$ cat config.mk
export PLATFORM = sky130hd
export DESIGN_NAME = ring_queue_front_back_insert
export DESIGN_NICKNAME = d
export VERILOG_FILES = /design/src/rqfbi_pkg.sv /design/src/ring_queue_front_back_insert.sv
export SDC_FILE = /design/constraint.sdc
export NUM_CORES = 1
export LEC_CHECK = 0
export ABC_AREA = 1
export BUFFER_PORTS_ARGS = -buffer_cell sky130_fd_sc_hd__buf_2
export CAP_MARGIN = 20
export CORE_MARGIN = 2
export CORE_UTILIZATION = 30
export DETAILED_ROUTE_END_ITERATION = 6
export MAX_ROUTING_LAYER = met4
export PLACE_DENSITY_LB_ADDON = 0.2
export SETUP_SLACK_MARGIN = 0.2
export SLEW_MARGIN = 10
export SYNTH_ARGS = -nofsm -noshare
export SYNTH_HDL_FRONTEND = slang
export SYNTH_SLANG_ARGS = --single-unit
$ cat constraint.sdc
create_clock -name clk -period 5.6 [get_ports clk]
set_input_delay 1.12 -clock clk [delete_from_list [all_inputs] [get_ports clk]]
set_output_delay 1.12 -clock clk [all_outputs]
set_load 0.01 [all_outputs]
$ cat src/rqfbi_pkg.sv
// rqfbi_pkg: shared types and constants for the ring queue with front insert
// command and result beat layouts, operation codes, default sizes
// no dependencies
`default_nettype none

package rqfbi_pkg;

	localparam int RQFBI_DEPTH     = 16;
	localparam int RQFBI_ITEM_BITS = 32;
	localparam int KIND_W          = 3;
	localparam int DATA_W          = 32;
	localparam int CAP_W           = 5;

	localparam logic [KIND_W-1:0] KIND_SEND_BACK  = 3'd0;
	localparam logic [KIND_W-1:0] KIND_SEND_FRONT = 3'd1;
	localparam logic [KIND_W-1:0] KIND_RECEIVE    = 3'd2;
	localparam logic [KIND_W-1:0] KIND_PEEK       = 3'd3;
	localparam logic [KIND_W-1:0] KIND_DROP_FRONT = 3'd4;
	localparam logic [KIND_W-1:0] KIND_FLUSH      = 3'd5;

	typedef struct packed {
		logic [KIND_W-1:0] kind;
		logic [DATA_W-1:0] item_data;
	} rqfbi_cmd_t;

	typedef struct packed {
		logic              accepted;
		logic [DATA_W-1:0] out_data;
		logic [CAP_W-1:0]  items_held;
		logic [CAP_W-1:0]  slots_free;
		logic              is_empty;
		logic              is_full;
	} rqfbi_res_t;

endpackage

`default_nettype wire

$ cat src/ring_queue_front_back_insert.sv
// ring_queue_front_back_insert: circular item queue with back append and front insert
// slots held in one synchronous memory, indexes and count in flops
// depends on rqfbi_pkg
// the result strobe comes in the cycle after the command beat; read data comes straight from memory
// throughput: one command per cycle while busy is low; busy is high only while a config beat is offered
// config write empties the queue; a config beat is taken only when no result is pending
// reset: queue empty, capacity min(DEPTH, 16); slot memory is not cleared, no clearing pass
`default_nettype none

module ring_queue_front_back_insert #(
	parameter int DEPTH     = rqfbi_pkg::RQFBI_DEPTH,
	parameter int ITEM_BITS = rqfbi_pkg::RQFBI_ITEM_BITS
) (
	input  wire logic                          clk,
	input  wire logic                          arst_n,
	input  wire logic                          start,
	output logic                               busy,
	input  wire rqfbi_pkg::rqfbi_cmd_t         cmd,
	input  wire logic                          cfg_valid,
	output logic                               cfg_ready,
	input  wire logic [rqfbi_pkg::CAP_W-1:0]   cfg_data,
	output logic                               done,
	output rqfbi_pkg::rqfbi_res_t              result
);
	import rqfbi_pkg::*;

	localparam int IDX_W   = (DEPTH > 1) ? $clog2(DEPTH) : 1;
	localparam int CMP_W   = ((IDX_W > CAP_W) ? IDX_W : CAP_W) + 1;
	localparam int CAP_MAX = (DEPTH < 31) ? DEPTH : 31;
	localparam int CAP_RST = (DEPTH < 16) ? DEPTH : 16;

	function automatic logic [IDX_W-1:0] step_up(input logic [IDX_W-1:0] idx,
			input logic [CAP_W-1:0] cap);
		logic [CMP_W-1:0] nxt;
		nxt = CMP_W'(idx) + CMP_W'(1);
		return (nxt >= CMP_W'(cap)) ? '0 : nxt[IDX_W-1:0];
	endfunction

	function automatic logic [IDX_W-1:0] step_down(input logic [IDX_W-1:0] idx,
			input logic [CAP_W-1:0] cap);
		return (idx == '0) ? IDX_W'(cap - CAP_W'(1)) : idx - IDX_W'(1);
	endfunction

	logic [ITEM_BITS-1:0] mem [DEPTH];
	logic [ITEM_BITS-1:0] rd_data_q;

	logic [CAP_W-1:0] cap_q;
	logic [IDX_W-1:0] wr_idx_q;
	logic [IDX_W-1:0] rd_idx_q;
	logic [CAP_W-1:0] cnt_q;

	logic             fire;
	logic             cfg_fire;
	logic [CAP_W-1:0] cap_sat;
	logic [IDX_W-1:0] wr_idx_d;
	logic [IDX_W-1:0] rd_idx_d;
	logic [CAP_W-1:0] cnt_d;
	logic             acc_d;
	logic             mem_we;
	logic [IDX_W-1:0] mem_wa;
	logic             mem_re;
	logic [IDX_W-1:0] mem_ra;
	logic             not_full;
	logic             not_empty;

	logic             valid_s1;
	logic             acc_s1;
	logic             rd_s1;
	logic [CAP_W-1:0] held_s1;
	logic [CAP_W-1:0] free_s1;
	logic             empty_s1;
	logic             full_s1;

	assign busy      = cfg_valid;
	assign cfg_ready = ~valid_s1;
	assign fire      = start & ~busy;
	assign cfg_fire  = cfg_valid & cfg_ready;

	always_comb begin
		if (cfg_data == '0) begin
			cap_sat = CAP_W'(1);
		end else if (cfg_data > CAP_W'(CAP_MAX)) begin
			cap_sat = CAP_W'(CAP_MAX);
		end else begin
			cap_sat = cfg_data;
		end
	end

	assign not_full  = cnt_q < cap_q;
	assign not_empty = cnt_q != '0;

	always_comb begin
		wr_idx_d = wr_idx_q;
		rd_idx_d = rd_idx_q;
		cnt_d    = cnt_q;
		acc_d    = 1'b0;
		mem_we   = 1'b0;
		mem_wa   = wr_idx_q;
		mem_re   = 1'b0;
		mem_ra   = step_up(rd_idx_q, cap_q);
		case (cmd.kind)
			KIND_SEND_BACK: begin
				if (not_full) begin
					mem_we   = 1'b1;
					mem_wa   = wr_idx_q;
					wr_idx_d = step_up(wr_idx_q, cap_q);
					cnt_d    = cnt_q + CAP_W'(1);
					acc_d    = 1'b1;
				end
			end
			KIND_SEND_FRONT: begin
				if (not_full) begin
					mem_we   = 1'b1;
					mem_wa   = rd_idx_q;
					rd_idx_d = step_down(rd_idx_q, cap_q);
					cnt_d    = cnt_q + CAP_W'(1);
					acc_d    = 1'b1;
				end
			end
			KIND_RECEIVE: begin
				if (not_empty) begin
					mem_re   = 1'b1;
					rd_idx_d = mem_ra;
					cnt_d    = cnt_q - CAP_W'(1);
					acc_d    = 1'b1;
				end
			end
			KIND_PEEK: begin
				if (not_empty) begin
					mem_re = 1'b1;
					acc_d  = 1'b1;
				end
			end
			KIND_DROP_FRONT: begin
				if (not_empty) begin
					rd_idx_d = mem_ra;
					cnt_d    = cnt_q - CAP_W'(1);
					acc_d    = 1'b1;
				end
			end
			KIND_FLUSH: begin
				wr_idx_d = '0;
				rd_idx_d = IDX_W'(cap_q - CAP_W'(1));
				cnt_d    = '0;
				acc_d    = 1'b1;
			end
			default: begin
			end
		endcase
	end

	// slot memory, one write and one registered read per cycle
	always_ff @(posedge clk) begin
		if (fire && mem_we) begin
			mem[mem_wa] <= ITEM_BITS'(cmd.item_data);
		end
		if (fire && mem_re) begin
			rd_data_q <= mem[mem_ra];
		end
	end

	always_ff @(posedge clk or negedge arst_n) begin
		if (!arst_n) begin
			cap_q    <= CAP_W'(CAP_RST);
			wr_idx_q <= '0;
			rd_idx_q <= IDX_W'(CAP_RST - 1);
			cnt_q    <= '0;
			valid_s1 <= 1'b0;
		end else begin
			valid_s1 <= fire;
			if (cfg_fire) begin
				cap_q    <= cap_sat;
				wr_idx_q <= '0;
				rd_idx_q <= IDX_W'(cap_sat - CAP_W'(1));
				cnt_q    <= '0;
			end else if (fire) begin
				wr_idx_q <= wr_idx_d;
				rd_idx_q <= rd_idx_d;
				cnt_q    <= cnt_d;
			end
		end
	end

	// result beat fields
	always_ff @(posedge clk) begin
		if (fire) begin
			acc_s1   <= acc_d;
			rd_s1    <= mem_re;
			held_s1  <= cnt_d;
			free_s1  <= cap_q - cnt_d;
			empty_s1 <= cnt_d == '0;
			full_s1  <= cnt_d == cap_q;
		end
	end

	assign done = valid_s1;

	always_comb begin
		result            = '0;
		result.accepted   = acc_s1;
		result.out_data   = rd_s1 ? DATA_W'(rd_data_q) : '0;
		result.items_held = held_s1;
		result.slots_free = free_s1;
		result.is_empty   = empty_s1;
		result.is_full    = full_s1;
	end

`ifndef SYNTH
	a_cnt_le_cap: assert property (@(posedge clk) disable iff (!arst_n)
		cnt_q <= cap_q)
		else $error("item count above capacity");

	a_idx_in_range: assert property (@(posedge clk) disable iff (!arst_n)
		CMP_W'(wr_idx_q) < CMP_W'(cap_q) && CMP_W'(rd_idx_q) < CMP_W'(cap_q))
		else $error("queue index outside capacity");

	a_beat_follows: assert property (@(posedge clk) disable iff (!arst_n)
		fire |=> done)
		else $error("command beat without result strobe");

	a_cfg_empties: assert property (@(posedge clk) disable iff (!arst_n)
		cfg_fire |=> cnt_q == '0 && wr_idx_q == '0)
		else $error("config write did not empty the queue");

	a_status_sum: assert property (@(posedge clk) disable iff (!arst_n)
		done |-> (result.items_held + result.slots_free) == cap_q)
		else $error("held plus free differs from capacity");
`endif

endmodule

`default_nettype wire

==> results.md <==
* Pwr dens at about 520 nW/um^2
* Worst hold slack at 0.444 ns
* Dpl ws at between 1 and 1.5 ns
* R2r setup slk at about 1.5 ns
* CTS tree: yes
* CP max stage delay at between 0.5 and 0.6 ns
* Leak at around 0.013 uW
* Cell breakdown of the critical path: inv_1, ha_1, nand2_1, inv_1, nand2_1, nand3_2, inv_1, nand2_2, o21ai_0, nand2_1, nor2_4, buf_4
* Post-synthesis area per instance at around 10 um^2
* Crit path to: mem[10][25]
* RSZ-0062 raised after global routing: false
* Core footprint at between 80000 and 90000 um^2
* Worst R2R Start: cap_q[4]
* Row count at roughly 110
* Critical path's top delay family: simple AND/OR/NAND/NOR gates
* CTS Hold Bufs at 0
* Main synth FF type: edfxtp_1
* Asr flop ratio synth at under 10%
* Synth top area share at 62.8%
* Peak VDD IR at 0.846 mV
* Initial antenna violation count at 4
* Detailed Route WL at around 77000 um
* Max Fclk at 246 MHz
* Clock latency at the later pin of the worst-skew pair at roughly 0.64 ns
* Top-count cell post-synth: edfxtp_1
* Routability cong. at around 0.82
* H-tree levels at 2
* CTS buffer count at slightly above 60
* Post-route cell area at between 30000 and 40000 um^2
* Pins Over Slew Limit at 0
* TritonRoute pass-1 iters at 6
* Worst-margin pin slew at around 1.1 ns
* Sink Count at between 500 and 600
* DP Wirelength at about 43000 um
* Post-CTS Setup Bufs at 0
* Rel. slew slack at ~30%
* Setup CP Type: flop to flop
* Hold crit path type: primary input to async pin
* Initial Util at between 30 and 40%
* Endpoint class of the critical path: flop
* Number of flops mapped to enable cells by yosys at 558
* R2R depth at 12
* Die ar. at between 90000 and 100000 um^2
* Pin count of the biggest net entering global routing at about 170
* Fillers at slightly below 9k
* Synthesized Nets at around 2.7k
* Clock transition at path regs at approximately 0.06 ns
* Status: completed
* DP Cell Count at around 3.8k
* Buf+Inv Stages, Crit Path at 4
* Slowest CP cell: dfstp_2
* Finished Layout Cells at 3910
* Max cap viols at 0
* Worst r2r dst: mem[10][25]
* Syn-to-layout area delta at 13.9%
* Die X at 302 um
* Vias in the first global route at 18.4k
* Cell count after synthesis at about 2.7k
* Top cell type by total area after synthesis: edfxtp_1
* IO Port Bufs at 91
* First-pass GRT wire length at 116000 um
* Share of layout cells above drive strength 1 at 9.16%
* Crit path from: cap_q[4]
* Yosys reg bits at slightly below 600
* Final Hold Vio Count at 0
* Register area share after synthesis at between 60% and 70%
* Clk root buf: clkbuf_16
* Total GRT Usage at about 17%
* Period minus WS final at roughly 4.1 ns
* Resized cells post-CTS at 0
* Final setup TNS at 0 ns
* Crit path launch type: flop
* Drt drc at 0
* Vias/cell at roughly 4.8
* Nets at 2759
* Die Span Y at slightly above 300 um
* Initial DRC count at 1464
* Remaining antenna violation count at 0
* Yosys warning count at 0
* Dominant cells by area after synthesis: edfxtp_1 63%, inv_1 6.7%, nand3_1 6.7%
* Syn Std Cell Area at roughly 27000 um^2
* CP Depth at 12
* Period utilization at a little over 70%
* Multi-input logic area at about 7000 um^2
* Worst Clk Skew at roughly 0.022 ns
* Seq. cell area at 17200 um^2
* Placement Cell Area at about 28000 um^2
* Critical Path AT at about 4.3 ns
* Critical Path RT at around 5.9 ns
* Routed vias at 18.9k
* Worst Path Max Fanout at 22
* Final setup fails at 0
* Total gr overflow at 0
* WL/cell at a little under 20 um
* Worst setup margin at between 1.5 and 2 ns
* Maximum clock insertion buffer count at 3
* Synth top cells by count: 558 x edfxtp_1, 478 x inv_1, 448 x nand2_1
* Synth cell types at 37
* Io pins at 92
-- worst min path at each step --
stage,start,end,slack (ns),depth (start not counted)
finish,arst_n,wr_idx_q[2],0.44,1
global route,arst_n,wr_idx_q[2],0.46,1
CTS,arst_n,wr_idx_q[2],0.45,1
detailed placement,rd_idx_q[2],rd_idx_q[2],0.50,2
global placement,rd_idx_q[2],rd_idx_q[2],0.50,2
floorplan,rd_idx_q[2],rd_idx_q[2],0.47,2
-- cells by family after synthesis --
group	count (synthesis)	synth area share (%)
adders and majority gates	27	1.29
AOI/OAI and AO/OA	51	1.05
DFF	577	64.6
buffers and inverters	647	9.84
xor gates and xnor gates	11	0.361
and+or+nand+nor	1347	22.9
-- placed cells by master (no fill, tap or decap), drive strengths merged, types with 2 or more instances in the layout --
master	count
o21ai	22
nand3	359
clkinv	35
a31oi	2
o211ai	3
nor3b	2
a21oi	18
buf	129
clkinvlp	3
diode	4
dfstp	5
nor3	3
inv	482
nor2	304
bufinv	11
nand2	449
dfrtp	14
ha	26
edfxtp	558
o22ai	3
clkbuf	68
nand4	227
xor2	11
-- layer usage --
layer	vias up	global-route usage (%)	wire length, um
li1	8958	-	-
met1	9394	23.1	35300
met2	415	27.3	36200
met3	113	2.29	3310
met4	0	4.43	1610
met5	-	-	0
-- sequential cells by signal, summed over array words and instances (netlist names) --
| register | flops |
|---|---|
| free_s1 | 5 |
| rd_data_q | 32 |
| cnt_q | 5 |
| mem | 512 |
| done | 1 |
| wr_idx_q | 4 |
| full_s1 | 1 |
| held_s1 | 5 |
| acc_s1 | 1 |
| rd_idx_q | 4 |
| cap_q | 5 |
| rd_s1 | 1 |
| empty_s1 | 1 |
-- area by class of cell --
| cell class | count | share of cell area (%) |
|---|---|---|
| sequential | 577 | 56.7 |
| clock buffer | 68 | 5.10 |
| inverter | 483 | 5.98 |
| clock inverter | 48 | 1.72 |
| multi-input combinational | 1436 | 23.0 |
| tap | 1165 | 4.79 |
| timing repair buffer | 129 | 2.68 |
| antenna | 4 | 0.0329 |
-- metrics by stage --
step                      utilization, %  total power (uW)
after floorplan                        -              9640
after global placement              32.1             11600
after detailed placement            32.1             11600
after CTS                           34.4             15900
after global routing                34.5             16700
final                               34.5             15700
-- worst reg2reg max path, delay by kind of cell, from the launching register on --
family	cells	cell delay, ns
buf+inv	4	0.84
simple gates	6	1.40
compound gates	1	0.52
fa+ha+maj	1	0.34
flops	1	0.54
-- report_power, final --
group          internal (uW)  total, uW  leakage (uW)  switching [uW]
logic                   1750       6430       0.00641            4680
clock network           2490       4230       0.00100            1740
registers               4980       5050       0.00526            69.6
total                   9220      15700        0.0127            6490
Power figures use the tool's default switching activity.
